File: src/rtl/core/gtp_pkg.sv
`default_nettype none

package gtp_pkg;

  // Command codes carried in the input tuser
  localparam int CMD_BITS = 2;

  typedef enum logic [CMD_BITS-1:0] {
    CMD_START  = 2'd0,
    CMD_TEST   = 2'd1,
    CMD_ACCEPT = 2'd2,
    CMD_AGE    = 2'd3
  } cmd_t;

  // Decoded command, one flag per operation
  typedef struct packed {
    logic start;
    logic test;
    logic accept;
    logic age;
  } op_t;

  localparam int OP_BITS = $bits(op_t);

  // Fixed field widths
  localparam int TOL_BITS    = 12;
  localparam int AREA_BITS   = 24;
  localparam int PERIM_BITS  = 16;
  localparam int PRED_BITS   = 16;
  localparam int REPORT_BITS = 16;

  localparam logic [TOL_BITS-1:0] TOL_RESET = 12'd20;

  localparam int PRED_MAX = 32767;
  localparam int PRED_MIN = -32768;

  // Command queue between front and back
  localparam int QUEUE_DEPTH = 4;
  localparam int QUEUE_AW    = 2;

endpackage

`default_nettype wire

File: src/rtl/core/gtp_front.sv
`default_nettype none

module gtp_front
  import gtp_pkg::*;
#(
  parameter int COORD_BITS = 12
) (
  input  wire logic clk,
  input  wire logic rst,
  input  wire logic s_axis_tvalid,
  output logic      s_axis_tready,
  // tuser: cmd
  input  wire logic [CMD_BITS-1:0] s_axis_tuser,
  // tdata: cx, cy, obj_area, obj_perimeter, bx, by, bh, bw, zero pad
  input  wire logic [((6*COORD_BITS+AREA_BITS+PERIM_BITS+7)/8)*8-1:0] s_axis_tdata,
  output logic      item_valid,
  input  wire logic item_ready,
  output op_t       item_op,
  output logic [6*COORD_BITS+AREA_BITS+PERIM_BITS-1:0] item_data
);

  localparam int IN_BITS = 6*COORD_BITS + AREA_BITS + PERIM_BITS;

  op_t op_dec;

  // Command decode
  always_comb begin
    op_dec = '0;
    unique case (cmd_t'(s_axis_tuser))
      CMD_START:  op_dec.start  = 1'b1;
      CMD_TEST:   op_dec.test   = 1'b1;
      CMD_ACCEPT: op_dec.accept = 1'b1;
      CMD_AGE:    op_dec.age    = 1'b1;
      default:    op_dec        = '0;
    endcase
  end

  // Input register, refilled when empty or whenever the queue takes its content
  assign s_axis_tready = !item_valid || item_ready;

  always_ff @(posedge clk) begin
    if (rst) begin
      item_valid <= 1'b0;
    end else if (s_axis_tready) begin
      item_valid <= s_axis_tvalid;
    end
  end

  always_ff @(posedge clk) begin
    if (s_axis_tready && s_axis_tvalid) begin
      item_op   <= op_dec;
      item_data <= s_axis_tdata[IN_BITS-1:0];
    end
  end

endmodule

`default_nettype wire

File: src/rtl/core/gtp_queue.sv
`default_nettype none

module gtp_queue
  import gtp_pkg::*;
#(
  parameter int WIDTH = 116
) (
  input  wire logic             clk,
  input  wire logic             rst,
  input  wire logic             in_valid,
  output logic                  in_ready,
  input  wire logic [WIDTH-1:0] in_data,
  output logic                  out_valid,
  input  wire logic             out_ready,
  output logic [WIDTH-1:0]      out_data
);

  logic [WIDTH-1:0]  entries [QUEUE_DEPTH];
  logic [QUEUE_AW:0] wr_ptr;
  logic [QUEUE_AW:0] rd_ptr;
  logic              full;
  logic              push;
  logic              pop;

  // Pointer compare with a wrap bit
  assign full = (wr_ptr[QUEUE_AW] != rd_ptr[QUEUE_AW]) &&
                (wr_ptr[QUEUE_AW-1:0] == rd_ptr[QUEUE_AW-1:0]);
  assign out_valid = (wr_ptr != rd_ptr);
  assign in_ready  = !full;
  assign push      = in_valid && !full;
  assign pop       = out_valid && out_ready;
  assign out_data  = entries[rd_ptr[QUEUE_AW-1:0]];

  always_ff @(posedge clk) begin
    if (rst) begin
      wr_ptr <= '0;
      rd_ptr <= '0;
    end else begin
      if (push) wr_ptr <= wr_ptr + 1'b1;
      if (pop)  rd_ptr <= rd_ptr + 1'b1;
    end
  end

  always_ff @(posedge clk) begin
    if (push) begin
      entries[wr_ptr[QUEUE_AW-1:0]] <= in_data;
    end
  end

endmodule

`default_nettype wire

File: src/rtl/core/gtp_back.sv
`default_nettype none

module gtp_back
  import gtp_pkg::*;
#(
  parameter int COORD_BITS = 12,
  parameter int COUNT_BITS = 16
) (
  input  wire logic clk,
  input  wire logic rst,
  input  wire logic [TOL_BITS-1:0] tol_min,
  input  wire logic q_valid,
  output logic      q_ready,
  input  wire op_t  q_op,
  input  wire logic [6*COORD_BITS+AREA_BITS+PERIM_BITS-1:0] q_data,
  output logic      m_axis_tvalid,
  input  wire logic m_axis_tready,
  // tuser: matched
  output logic      m_axis_tuser,
  // tdata: pred_cx, pred_cy, pred_bx, pred_by, box_height, box_width,
  //        frames_unseen, sightings, zero pad
  output logic [((4*PRED_BITS+2*COORD_BITS+2*REPORT_BITS+7)/8)*8-1:0] m_axis_tdata
);

  localparam int OUT_BITS  = 4*PRED_BITS + 2*COORD_BITS + 2*REPORT_BITS;
  localparam int OUT_W     = ((OUT_BITS + 7) / 8) * 8;
  localparam int VEL_BITS  = ((COORD_BITS > TOL_BITS) ? COORD_BITS : TOL_BITS) + 1;
  localparam int MAG_BITS  = VEL_BITS - 1;
  localparam int PROD_BITS = COUNT_BITS + MAG_BITS;
  localparam int TOL3_BITS = PROD_BITS + 2;
  localparam int KV_BITS   = COUNT_BITS + 1 + VEL_BITS;
  localparam int SUM_BITS  = KV_BITS + 1;
  localparam int CNT_W     = (COUNT_BITS > REPORT_BITS) ? COUNT_BITS : REPORT_BITS;

  localparam int CX_LSB = 0;
  localparam int CY_LSB = CX_LSB + COORD_BITS;
  localparam int AR_LSB = CY_LSB + COORD_BITS;
  localparam int PE_LSB = AR_LSB + AREA_BITS;
  localparam int BX_LSB = PE_LSB + PERIM_BITS;
  localparam int BY_LSB = BX_LSB + COORD_BITS;
  localparam int BH_LSB = BY_LSB + COORD_BITS;
  localparam int BW_LSB = BH_LSB + COORD_BITS;

  // Clamp a prediction to the signed output range
  function automatic logic [PRED_BITS-1:0] sat_pred(input logic signed [SUM_BITS-1:0] v);
    logic [PRED_BITS-1:0] r;
    if (v > $signed(SUM_BITS'(PRED_MAX))) begin
      r = PRED_BITS'(PRED_MAX);
    end else if (v < $signed(SUM_BITS'(PRED_MIN))) begin
      r = PRED_BITS'(PRED_MIN);
    end else begin
      r = v[PRED_BITS-1:0];
    end
    return r;
  endfunction

  // Clamp a counter to the report width
  function automatic logic [REPORT_BITS-1:0] sat_cnt(input logic [COUNT_BITS-1:0] c);
    logic [CNT_W-1:0] w;
    w = CNT_W'(c);
    return (w > CNT_W'({REPORT_BITS{1'b1}})) ? {REPORT_BITS{1'b1}} : w[REPORT_BITS-1:0];
  endfunction

  // Track state
  logic [COORD_BITS-1:0]      pos_x, pos_y;
  logic signed [VEL_BITS-1:0] vel_x, vel_y;
  logic [COUNT_BITS-1:0]      frame_age, last_seen, seen_count;
  logic [AREA_BITS-1:0]       ref_area;
  logic [PERIM_BITS-1:0]      ref_perimeter;
  logic [COORD_BITS-1:0]      box_left, box_top, box_h, box_w;

  logic [COORD_BITS-1:0]      pos_x_next, pos_y_next;
  logic signed [VEL_BITS-1:0] vel_x_next, vel_y_next;
  logic [COUNT_BITS-1:0]      frame_age_next, last_seen_next, seen_count_next;
  logic [AREA_BITS-1:0]       ref_area_next;
  logic [PERIM_BITS-1:0]      ref_perimeter_next;
  logic [COORD_BITS-1:0]      box_left_next, box_top_next, box_h_next, box_w_next;

  // Incoming fields
  logic [COORD_BITS-1:0] in_cx, in_cy, in_bx, in_by, in_bh, in_bw;
  logic [AREA_BITS-1:0]  in_area;
  logic [PERIM_BITS-1:0] in_perim;

  logic                  en;
  logic                  pop;
  logic [COUNT_BITS-1:0] unseen;
  logic [COUNT_BITS-1:0] age_inc, seen_inc;
  logic [COUNT_BITS-1:0] k_lead;
  logic [COORD_BITS-1:0] dx, dy;
  logic [MAG_BITS-1:0]   mag_x, mag_y;
  logic [AREA_BITS-1:0]  area_diff;
  logic [PERIM_BITS-1:0] perim_diff;

  // Stage 1: gate operands of the pre-command state
  logic                  s1_valid, s1_test;
  logic [COUNT_BITS-1:0] s1_u;
  logic [MAG_BITS-1:0]   s1_mag_x, s1_mag_y;
  logic [COORD_BITS-1:0] s1_dx, s1_dy;
  logic [AREA_BITS-1:0]  s1_area_diff, s1_area_ref;
  logic [PERIM_BITS-1:0] s1_perim_diff, s1_perim_ref;

  // Stage 2: gate products and post-command snapshot
  logic                       s2_valid, s2_shape_ok;
  logic [PROD_BITS-1:0]       s2_px, s2_py;
  logic [COORD_BITS-1:0]      s2_dx, s2_dy;
  logic [COUNT_BITS-1:0]      s2_k;
  logic signed [VEL_BITS-1:0] s2_vx, s2_vy;
  logic [COORD_BITS-1:0]      s2_pos_x, s2_pos_y, s2_left, s2_top, s2_h, s2_w;
  logic [REPORT_BITS-1:0]     s2_unseen, s2_seen;

  // Stage 3: match result and extrapolation products
  logic                       s3_valid, s3_matched;
  logic signed [KV_BITS-1:0]  s3_kvx, s3_kvy;
  logic [COORD_BITS-1:0]      s3_pos_x, s3_pos_y, s3_left, s3_top, s3_h, s3_w;
  logic [REPORT_BITS-1:0]     s3_unseen, s3_seen;

  logic [PROD_BITS-1:0]       px, py;
  logic                       area_ok, perim_ok;
  logic [TOL3_BITS-1:0]       tol3_x, tol3_y, tol_floor;
  logic                       x_ok, y_ok;
  logic signed [KV_BITS-1:0]  kvx, kvy;
  logic signed [SUM_BITS-1:0] sum_cx, sum_cy, sum_bx, sum_by;

  // The whole back pipeline moves together when the output can take data
  assign en      = !m_axis_tvalid || m_axis_tready;
  assign q_ready = en;
  assign pop     = en && q_valid;

  assign in_cx    = q_data[CX_LSB +: COORD_BITS];
  assign in_cy    = q_data[CY_LSB +: COORD_BITS];
  assign in_area  = q_data[AR_LSB +: AREA_BITS];
  assign in_perim = q_data[PE_LSB +: PERIM_BITS];
  assign in_bx    = q_data[BX_LSB +: COORD_BITS];
  assign in_by    = q_data[BY_LSB +: COORD_BITS];
  assign in_bh    = q_data[BH_LSB +: COORD_BITS];
  assign in_bw    = q_data[BW_LSB +: COORD_BITS];

  // Frames since last sighting, read from the live state. It is the
  // pre-command value for the queue head and the post-command value
  // for the item sitting in stage 1.
  assign unseen   = (last_seen > frame_age) ? '0 : frame_age - last_seen;
  assign age_inc  = (frame_age == {COUNT_BITS{1'b1}}) ? frame_age : frame_age + 1'b1;
  assign seen_inc = (seen_count == {COUNT_BITS{1'b1}}) ? seen_count : seen_count + 1'b1;
  assign k_lead   = (unseen <= COUNT_BITS'(1)) ? '0 : unseen - 1'b1;

  // Gate operands
  assign dx = (in_cx > pos_x) ? in_cx - pos_x : pos_x - in_cx;
  assign dy = (in_cy > pos_y) ? in_cy - pos_y : pos_y - in_cy;
  assign mag_x = vel_x[VEL_BITS-1] ? MAG_BITS'(-vel_x) : MAG_BITS'(vel_x);
  assign mag_y = vel_y[VEL_BITS-1] ? MAG_BITS'(-vel_y) : MAG_BITS'(vel_y);
  assign area_diff  = (in_area > ref_area) ? in_area - ref_area : ref_area - in_area;
  assign perim_diff = (in_perim > ref_perimeter) ? in_perim - ref_perimeter
                                                  : ref_perimeter - in_perim;

  // Command execution
  always_comb begin
    pos_x_next         = pos_x;
    pos_y_next         = pos_y;
    vel_x_next         = vel_x;
    vel_y_next         = vel_y;
    frame_age_next     = frame_age;
    last_seen_next     = last_seen;
    seen_count_next    = seen_count;
    ref_area_next      = ref_area;
    ref_perimeter_next = ref_perimeter;
    box_left_next      = box_left;
    box_top_next       = box_top;
    box_h_next         = box_h;
    box_w_next         = box_w;
    if (q_op.start || q_op.accept) begin
      pos_x_next         = in_cx;
      pos_y_next         = in_cy;
      ref_area_next      = in_area;
      ref_perimeter_next = in_perim;
      box_left_next      = in_bx;
      box_top_next       = in_by;
      box_h_next         = in_bh;
      box_w_next         = in_bw;
    end
    if (q_op.start) begin
      vel_x_next      = $signed(VEL_BITS'(tol_min));
      vel_y_next      = $signed(VEL_BITS'(tol_min));
      frame_age_next  = '0;
      last_seen_next  = '0;
      seen_count_next = '0;
    end
    if (q_op.accept) begin
      vel_x_next      = $signed(VEL_BITS'(in_cx)) - $signed(VEL_BITS'(pos_x));
      vel_y_next      = $signed(VEL_BITS'(in_cy)) - $signed(VEL_BITS'(pos_y));
      last_seen_next  = frame_age;
      frame_age_next  = age_inc;
      seen_count_next = seen_inc;
    end
    if (q_op.age) begin
      frame_age_next = age_inc;
    end
  end

  // State registers
  always_ff @(posedge clk) begin
    if (rst) begin
      pos_x         <= '0;
      pos_y         <= '0;
      vel_x         <= '0;
      vel_y         <= '0;
      frame_age     <= '0;
      last_seen     <= '0;
      seen_count    <= '0;
      ref_area      <= '0;
      ref_perimeter <= '0;
      box_left      <= '0;
      box_top       <= '0;
      box_h         <= '0;
      box_w         <= '0;
    end else if (pop) begin
      pos_x         <= pos_x_next;
      pos_y         <= pos_y_next;
      vel_x         <= vel_x_next;
      vel_y         <= vel_y_next;
      frame_age     <= frame_age_next;
      last_seen     <= last_seen_next;
      seen_count    <= seen_count_next;
      ref_area      <= ref_area_next;
      ref_perimeter <= ref_perimeter_next;
      box_left      <= box_left_next;
      box_top       <= box_top_next;
      box_h         <= box_h_next;
      box_w         <= box_w_next;
    end
  end

  // Stage 2 logic: tolerance products and shape compares
  assign px       = s1_u * s1_mag_x;
  assign py       = s1_u * s1_mag_y;
  assign area_ok  = {s1_area_diff, 2'b00} < {2'b00, s1_area_ref};
  assign perim_ok = {s1_perim_diff, 2'b00} < {2'b00, s1_perim_ref};

  // Stage 3 logic: centroid gate and extrapolation
  assign tol3_x    = TOL3_BITS'(s2_px) + TOL3_BITS'({s2_px, 1'b0});
  assign tol3_y    = TOL3_BITS'(s2_py) + TOL3_BITS'({s2_py, 1'b0});
  assign tol_floor = TOL3_BITS'(tol_min);
  assign x_ok = (TOL3_BITS'(s2_dx) < tol_floor) || (TOL3_BITS'(s2_dx) < tol3_x);
  assign y_ok = (TOL3_BITS'(s2_dy) < tol_floor) || (TOL3_BITS'(s2_dy) < tol3_y);
  assign kvx  = $signed({1'b0, s2_k}) * s2_vx;
  assign kvy  = $signed({1'b0, s2_k}) * s2_vy;

  // Output stage sums
  assign sum_cx = $signed(SUM_BITS'(s3_pos_x)) + $signed({s3_kvx[KV_BITS-1], s3_kvx});
  assign sum_cy = $signed(SUM_BITS'(s3_pos_y)) + $signed({s3_kvy[KV_BITS-1], s3_kvy});
  assign sum_bx = $signed(SUM_BITS'(s3_left)) + $signed({s3_kvx[KV_BITS-1], s3_kvx});
  assign sum_by = $signed(SUM_BITS'(s3_top)) + $signed({s3_kvy[KV_BITS-1], s3_kvy});

  // Pipeline valid chain
  always_ff @(posedge clk) begin
    if (rst) begin
      s1_valid      <= 1'b0;
      s2_valid      <= 1'b0;
      s3_valid      <= 1'b0;
      m_axis_tvalid <= 1'b0;
    end else if (en) begin
      s1_valid      <= q_valid;
      s2_valid      <= s1_valid;
      s3_valid      <= s2_valid;
      m_axis_tvalid <= s3_valid;
    end
  end

  // Pipeline payload
  always_ff @(posedge clk) begin
    if (en) begin
      s1_test       <= q_op.test;
      s1_u          <= unseen;
      s1_mag_x      <= mag_x;
      s1_mag_y      <= mag_y;
      s1_dx         <= dx;
      s1_dy         <= dy;
      s1_area_diff  <= area_diff;
      s1_area_ref   <= ref_area;
      s1_perim_diff <= perim_diff;
      s1_perim_ref  <= ref_perimeter;

      // state registers hold the result of the stage 1 command here
      s2_shape_ok <= s1_test && area_ok && perim_ok;
      s2_px       <= px;
      s2_py       <= py;
      s2_dx       <= s1_dx;
      s2_dy       <= s1_dy;
      s2_k        <= k_lead;
      s2_vx       <= vel_x;
      s2_vy       <= vel_y;
      s2_pos_x    <= pos_x;
      s2_pos_y    <= pos_y;
      s2_left     <= box_left;
      s2_top      <= box_top;
      s2_h        <= box_h;
      s2_w        <= box_w;
      s2_unseen   <= sat_cnt(unseen);
      s2_seen     <= sat_cnt(seen_count);

      s3_matched <= s2_shape_ok && x_ok && y_ok;
      s3_kvx     <= kvx;
      s3_kvy     <= kvy;
      s3_pos_x   <= s2_pos_x;
      s3_pos_y   <= s2_pos_y;
      s3_left    <= s2_left;
      s3_top     <= s2_top;
      s3_h       <= s2_h;
      s3_w       <= s2_w;
      s3_unseen  <= s2_unseen;
      s3_seen    <= s2_seen;

      m_axis_tuser <= s3_matched;
      m_axis_tdata <= OUT_W'({s3_seen, s3_unseen, s3_w, s3_h,
                              sat_pred(sum_by), sat_pred(sum_bx),
                              sat_pred(sum_cy), sat_pred(sum_cx)});
    end
  end

endmodule

`default_nettype wire

File: src/rtl/core/gated_track_predictor.sv
// Gated constant-velocity track predictor.
// Path from input transaction to result valid: input register, command queue,
// execute/gate stage, product stage, compare stage, output register.
// Throughput: one command per cycle when not stalled, set by the state update loop.
// Reset (rst, synchronous, active high) clears the track state, queue and valids
// and loads tolerance_min with 20.
`default_nettype none

module gated_track_predictor
  import gtp_pkg::*;
#(
  parameter int COORD_BITS = 12,
  parameter int COUNT_BITS = 16
) (
  input  wire logic clk,
  input  wire logic rst,
  input  wire logic cfg_we,
  input  wire logic [TOL_BITS-1:0] cfg_wdata,
  input  wire logic s_axis_tvalid,
  output logic      s_axis_tready,
  // tuser: cmd
  input  wire logic [CMD_BITS-1:0] s_axis_tuser,
  // tdata: cx, cy, obj_area, obj_perimeter, bx, by, bh, bw, zero pad
  input  wire logic [((6*COORD_BITS+AREA_BITS+PERIM_BITS+7)/8)*8-1:0] s_axis_tdata,
  output logic      m_axis_tvalid,
  input  wire logic m_axis_tready,
  // tuser: matched
  output logic      m_axis_tuser,
  // tdata: pred_cx, pred_cy, pred_bx, pred_by, box_height, box_width,
  //        frames_unseen, sightings, zero pad
  output logic [((4*PRED_BITS+2*COORD_BITS+2*REPORT_BITS+7)/8)*8-1:0] m_axis_tdata
);

  localparam int IN_BITS = 6*COORD_BITS + AREA_BITS + PERIM_BITS;
  localparam int Q_BITS  = OP_BITS + IN_BITS;

  logic [TOL_BITS-1:0] tolerance_min;

  logic               item_valid, item_ready;
  op_t                item_op;
  logic [IN_BITS-1:0] item_data;

  logic               q_valid, q_ready;
  logic [Q_BITS-1:0]  q_word;
  op_t                q_op;
  logic [IN_BITS-1:0] q_data;

  // Configuration register
  always_ff @(posedge clk) begin
    if (rst) begin
      tolerance_min <= TOL_RESET;
    end else if (cfg_we) begin
      tolerance_min <= cfg_wdata;
    end
  end

  gtp_front #(
    .COORD_BITS(COORD_BITS)
  ) u_front (
    .clk          (clk),
    .rst          (rst),
    .s_axis_tvalid(s_axis_tvalid),
    .s_axis_tready(s_axis_tready),
    .s_axis_tuser (s_axis_tuser),
    .s_axis_tdata (s_axis_tdata),
    .item_valid   (item_valid),
    .item_ready   (item_ready),
    .item_op      (item_op),
    .item_data    (item_data)
  );

  gtp_queue #(
    .WIDTH(Q_BITS)
  ) u_queue (
    .clk      (clk),
    .rst      (rst),
    .in_valid (item_valid),
    .in_ready (item_ready),
    .in_data  ({item_op, item_data}),
    .out_valid(q_valid),
    .out_ready(q_ready),
    .out_data (q_word)
  );

  assign q_op   = op_t'(q_word[Q_BITS-1 -: OP_BITS]);
  assign q_data = q_word[IN_BITS-1:0];

  gtp_back #(
    .COORD_BITS(COORD_BITS),
    .COUNT_BITS(COUNT_BITS)
  ) u_back (
    .clk          (clk),
    .rst          (rst),
    .tol_min      (tolerance_min),
    .q_valid      (q_valid),
    .q_ready      (q_ready),
    .q_op         (q_op),
    .q_data       (q_data),
    .m_axis_tvalid(m_axis_tvalid),
    .m_axis_tready(m_axis_tready),
    .m_axis_tuser (m_axis_tuser),
    .m_axis_tdata (m_axis_tdata)
  );

endmodule

`default_nettype wire
File: config.mk
export PLATFORM = sky130hd
export DESIGN_NAME = gated_track_predictor
export DESIGN_NICKNAME = d
export VERILOG_FILES = /design/src/rtl/core/gtp_pkg.sv /design/src/rtl/core/gtp_front.sv /design/src/rtl/core/gtp_queue.sv /design/src/rtl/core/gtp_back.sv /design/src/rtl/core/gated_track_predictor.sv
export SDC_FILE = /design/constraint.sdc
export NUM_CORES = 2
export LEC_CHECK = 0
export BUFFER_PORTS_ARGS = -buffer_cell sky130_fd_sc_hd__buf_2
export CORE_UTILIZATION = 60
export DETAILED_ROUTE_END_ITERATION = 7
export PLACE_DENSITY_LB_ADDON = 0.12
export SLEW_MARGIN = 10
export SYNTH_ARGS = -nofsm -noshare
export SYNTH_HDL_FRONTEND = slang
export SYNTH_SLANG_ARGS = --single-unit
File: constraint.sdc
create_clock -name clk -period 25.7 [get_ports clk]
set_input_delay 6.425 -clock clk [delete_from_list [all_inputs] [get_ports clk]]
set_output_delay 6.425 -clock clk [all_outputs]
set_load 0.02 [all_outputs]
### Word-level counts from Yosys, hierarchy flattened

Memories as Yosys holds them, arrays and structs flattened. A register that Yosys moved wholly into a read port is not among the register bits.
Cells that the tools add are included.
W data, S select, Z words.

* register bits after elaboration: 983
* memory bits (writable): 464
* input bits: 131
* output and inout bits: 123
* logic and storage cells: 181
* memories kept: 1

* add/sub/neg operators: 24
* $mul: 4
* magnitude comparators: 22
* equal/unequal tests: 9
* multiplexer cells: 29
* reduce and logical (&&, ||, !) cells: 23

Memories
* u_queue.entries: words 4, bits a word 116, read ports 1, clocked after memory_dff 1, wr ports 1, RTL line gtp_queue.sv:18 `logic [WIDTH-1:0] entries [QUEUE_DEPTH];`

Operators by type and width (number)
* $mux W16: 13
* $add A13 B30 Y31: 4
* $gt A31 B16 Y1 const B: 4
* $lt A31 B16 Y1 const B: 4
* $add A28 B29 Y30: 2
* $lt A12 B30 Y1: 2
* $mul A17 B13 Y30: 2
* $mul A16 B12 Y28: 2
* $mux W12: 4
* $sub A12 B12 Y12: 4
* $sub A16 B16 Y16: 3
* $sub A24 B24 Y24: 2
* $mux W13: 3
* $add A16 B1 Y16 const B: 2
* $eq A16 B16 Y1 const B: 2
* $gt A16 B16 Y1: 2
* $gt A16 B16 Y1 const B: 2
* $lt A26 B24 Y1: 1
* $sub A12 B12 Y13: 2
* $gt A12 B12 Y1: 2
* $gt A24 B24 Y1: 1
* $lt A12 B12 Y1: 2
* $mux W24: 1
* $neg A12 Y12: 2
* other kinds (20): 43

### Logic depth before layout (Yosys ltp)

* depth after elaboration: 6
* mapped depth: 26
* mapped depth without buffers: 25

### Cells and area by module

From an unflattened synthesis, not the netlist that was laid out.

* cells, all modules: 7762
* area total of the unflattened synthesis: 89918.7 µm²

By module, submodules not included
* gtp_back: times used 1, cells an instance 6922, area an instance 68645.8 µm², seq. area each 23022.1 µm²
* gtp_queue: times used 1, cells an instance 676, area an instance 17269.1 µm², seq. area each 14093.5 µm²
* gtp_front: times used 1, cells an instance 125, area an instance 3560.9 µm², seq. area each 3503.4 µm²
* gated_track_predictor: times used 1, cells an instance 39, area an instance 442.9 µm², seq. area each 240.2 µm²

### Worst setup path before layout

OpenSTA, ideal clock, no wires.

* path type: in2reg
* from: input m_axis_tready
* to: register u_back.m_axis_tdata[0] (enable)
* setup time: 0.980 ns
* arrival time: 18.902 ns
* data required time: 24.720 ns
* slack: 5.818 ns
* stages on the path: 3
* path buffers: 1
* cell sequence: nor2b_1 clkbuf_1 inv_1

* word-level cells in the longest chain between the ends: 1

RTL lines
* from (decl): RTL line gated_track_predictor.sv:26 `input wire logic m_axis_tready,`
* $logic_or A1 B1 Y1: RTL line gtp_back.sv:125 `assign en = !m_axis_tvalid || m_axis_tready;`
* to (signal assigned): RTL line gtp_back.sv:313 `m_axis_tdata <= OUT_W'({s3_seen, s3_unseen, s3_w, s3_h,`
* to (decl): RTL line gtp_back.sv:22 `output logic [((4*PRED_BITS+2*COORD_BITS+2*REPORT_BITS+7)/8)*8-1:0] m_axis_tdata`

No other way between the ends.
A chain may end at the register's enable or synchronous reset.

### Worst setup path after layout

* from: input m_axis_tready
* to: register u_back.s3_kvx[24] (enable)

* word-level cells in the longest chain between the ends: 1

RTL lines
* $logic_or A1 B1 Y1: RTL line gtp_back.sv:125
* to (signal assigned): RTL line gtp_back.sv:301 `s3_kvx <= kvx;`
* to (decl): RTL line gtp_back.sv:113 `logic signed [KV_BITS-1:0] s3_kvx, s3_kvy;`

No other way between the ends.

==> metrics.yaml <==
pin_count: 254
cp-end-kind: "flop"
nNetsFinal: 9276
path_class: "in -> reg"
layout_setup_ws_ps: 16130
internal_power_uw: 6570
root_buffer: "clkbuf_16"
finalHoldViolCount: 0
die_y_um: 388
grt-ovfl-total: 0
grt_pass1_wl_mm: 327
area_growth_syn_to_layout_pct: 9.50
worst_ep_arrival_time_ps: 9970
ctsHoldBuffers: 0
worst_pin_slew_ps: 1280
r2r_start: "u_back.s2_k[6]$_SDFFCE_PP0N_"
ys_seq_area_share_pct: 45.6
grt_pass1_vias: 59177
cts.htree.levels: 4
ir_drop_v: 0.000121
synth.most_common_cell: "edfxtp_1"
async_reset_ff_share_pct: 0
cts_tree: "built"
synth_commonest_cells: "edfxtp_1 (1,220), inv_1 (967), nand2_1 (925)"
grt_max_degree: 207
dpl_cell_area_um2: 92700
viasPerCell: 5.84
postSynthCellCount: 7682
p_sw_uw: 4450
finalWirelength_mm: 206
drtPass1Iterations: 6
preCtsSetupSlack_ps: 15350
period_share_pct: 37.2
start_util_pct: 60.5
drive_gt1_share_pct: 9.46
num_vias: 57991
reg2reg_depth: 17
min_period_ps: 9570
regToRegSetupSlack_ps: 18460
io_buffers: 253
antenna_found_initial: 7
hold_path_class: "reg -> reg"
power_switching_share_pct: 40.4
cts_buffers: 150
cellLeakagePower_uw: 0.0424
clock_skew_ps: 64.1
synth_area_um2: 89500
drt-wirelength-per-cell_um: 20.7
syn-num-nets: 9091
status: "complete, no violations"
track_usage_pct: 27.8
cp-start-kind: "input pin"
drtIter0Drc: 4286
tns_ps: 0
avgSynthCellArea_um2: 11.7
clock-sinks: 1431
cts_buffer_depth: 3
netlist.area_leader.share_pct: 40.9
finalInstanceArea_um2: 98100
powerDensity_nw_per_um2: 112
dp.final_hpwl_mm: 147
core_area_um2: 148000
detail-route-antenna-nets: 0
slew_headroom_pct: 14.7
power.share.sequential_pct: 34.5
die_x_um: 388
power.total_uw: 11000
ys_ff_latch: 1431
post_cts_resized: 0
synth_edf_count: 1220
drv_cap: 0
yosysWarnings: 0
cp-endpoint: "u_back.s3_kvx[24]$_DFFE_PN_"
crit_required_ps: 26100
holdWs_ps: 380
insertion_delay_ps: 810
synth_cell_types: 108
drcViolationCount: 0
rows: 141
cts_setup_buffers: 0
synth_top_area_cell: "edfxtp_1"
final_max_slew_viol_count: 0
setup_violations: 0
combinationalPowerShare_pct: 44.8
worstPathMaxFanout: 206
rsz0062_at_grt: "no"
max_freq_mhz: 105
gp_congestion: 0.905
rr_endpoint: "u_back.s3_kvx[28]$_DFFE_PN_"
pwr-share-clk_pct: 20.7
ys_top_cells_by_area: "edfxtp_1 (41%), fa_1 (13%), ha_1 (9.4%)"
die_area_um2: 151000
path_clk_slew_ps: 60
crit_start: "m_axis_tready"
ys.flop_type: "edfxtp_1"
fillers: 11109
cells by family (layout without fill, tap and decap cells):
logic type,after synthesis,in the layout,synth area share (%)
AOI/OAI and AO/OA,1152,1152,8.34
xor gates and xnor gates,322,322,3.15
adders and majority gates,1278,1278,22.9
buffers and inverters,1253,1565,5.33
DFF,1431,1431,45.6
muxes,185,185,3.72
other,0,3,0
and+or+nand+nor,2061,2061,10.9
layout by cell type (no fill, tap or decap), types with 18 or more instances in the layout:
cell	Yosys	final
buf_2	17	252
o21ai_0	181	180
mux2i_1	53	53
xnor2_1	208	208
clkbuf_16	0	151
fa_1	603	603
o21bai_1	30	30
mux4_2	116	116
nor3_1	82	82
nand4_1	39	39
a21oi_1	386	385
edfxtp_1	1220	1220
nor2b_1	62	62
nand3_1	97	97
clkbuf_1	249	20
nand2_1	925	925
nand2b_1	58	58
a31oi_1	35	34
a211oi_1	30	30
inv_1	967	966
and3_1	38	38
o211ai_1	21	21
dfxtp_1	211	209
o21ai_1	46	46
buf_4	5	63
nor2_1	293	293
nor4_1	18	18
clkinv_2	0	23
a22oi_1	20	20
xor2_1	114	114
and2_1	337	333
o21a_1	44	43
a222oi_1	19	19
o31ai_1	26	26
or3_1	35	35
ha_1	675	675
a21o_1	146	146
worst max-delay path: stages:
cell	delay, ps
buf_2	80
nor2b_1	40
buf_4	180
inv_8	550
buf_4	770
buf_4	760
buf_12	710
registers in the layout, summed over array words and instances, names as in the netlist, 28 cells and up, named ones only:
register	flops
u_front.item_data	112
u_back.m_axis_tdata	120
u_back.s2_py	28
u_queue.entries	464
u_back.s2_px	28
u_back.s3_kvy	30
u_back.s3_kvx	30
area by class of cell:
class / count / area, um2 / area share (%)
timing repair buffer: 319 / 1810 / 1.84
inverter: 967 / 3640 / 3.71
clock inverter: 93 / 1300 / 1.33
multi-input combinational: 4998 / 44000 / 44.8
sequential: 1431 / 40900 / 41.7
antenna: 3 / 7.51 / 0.00766
clock buffer: 186 / 4060 / 4.14
tap: 1930 / 2410 / 2.46
per-stage QoR:
step | util (%) | cells
global placement | 62.6 | 9645
detailed placement | 62.6 | 9645
finish | 66.2 | 9927
global route | 66.2 | 9925
CTS | 66.2 | 9924
floorplan | - | 7682
worst min-delay path by stage:
stage,startpoint,endpoint,cells after the start
3_3_place_gp,u_back.s2_h[8]$_DFFE_PN_,u_back.s3_h[8]$_DFFE_PN_,0
3_5_place_dp,u_back.s3_w[5]$_DFFE_PN_,u_back.m_axis_tdata[81]$_DFFE_PN_,0
4_1_cts,u_back.s1_dy[10]$_DFFE_PN_,u_back.s2_dy[10]$_DFFE_PN_,0
6_report,u_back.s1_dy[10]$_DFFE_PN_,u_back.s2_dy[10]$_DFFE_PN_,0
5_1_grt,u_back.s1_dy[10]$_DFFE_PN_,u_back.s2_dy[10]$_DFFE_PN_,0
2_1_floorplan,u_back.s3_unseen[12]$_DFFE_PN_,u_back.m_axis_tdata[100]$_DFFE_PN_,0
power groups by stage:
stage | Sequential (uW) | Clock (uW) | Combinational [uW]
after floorplan | 3600 | 0 | 3680
after global placement | 3820 | 0 | 4840
after detailed placement | 3830 | 0 | 4900
after CTS | 3800 | 2320 | 4960
after global routing | 3850 | 2410 | 5540
final | 3810 | 2280 | 4940
layer usage:
layer  GRT usage (%)  vias up  share of wire (%)
met5               0        -                  0
met4            7.22        0                2.3
met3            4.51      321                6.4
met2            45.1     1830                 48
met1            39.1    29079                 44
li1                -    26761                  -
Note: power is estimated with default switching activity, not from simulation.
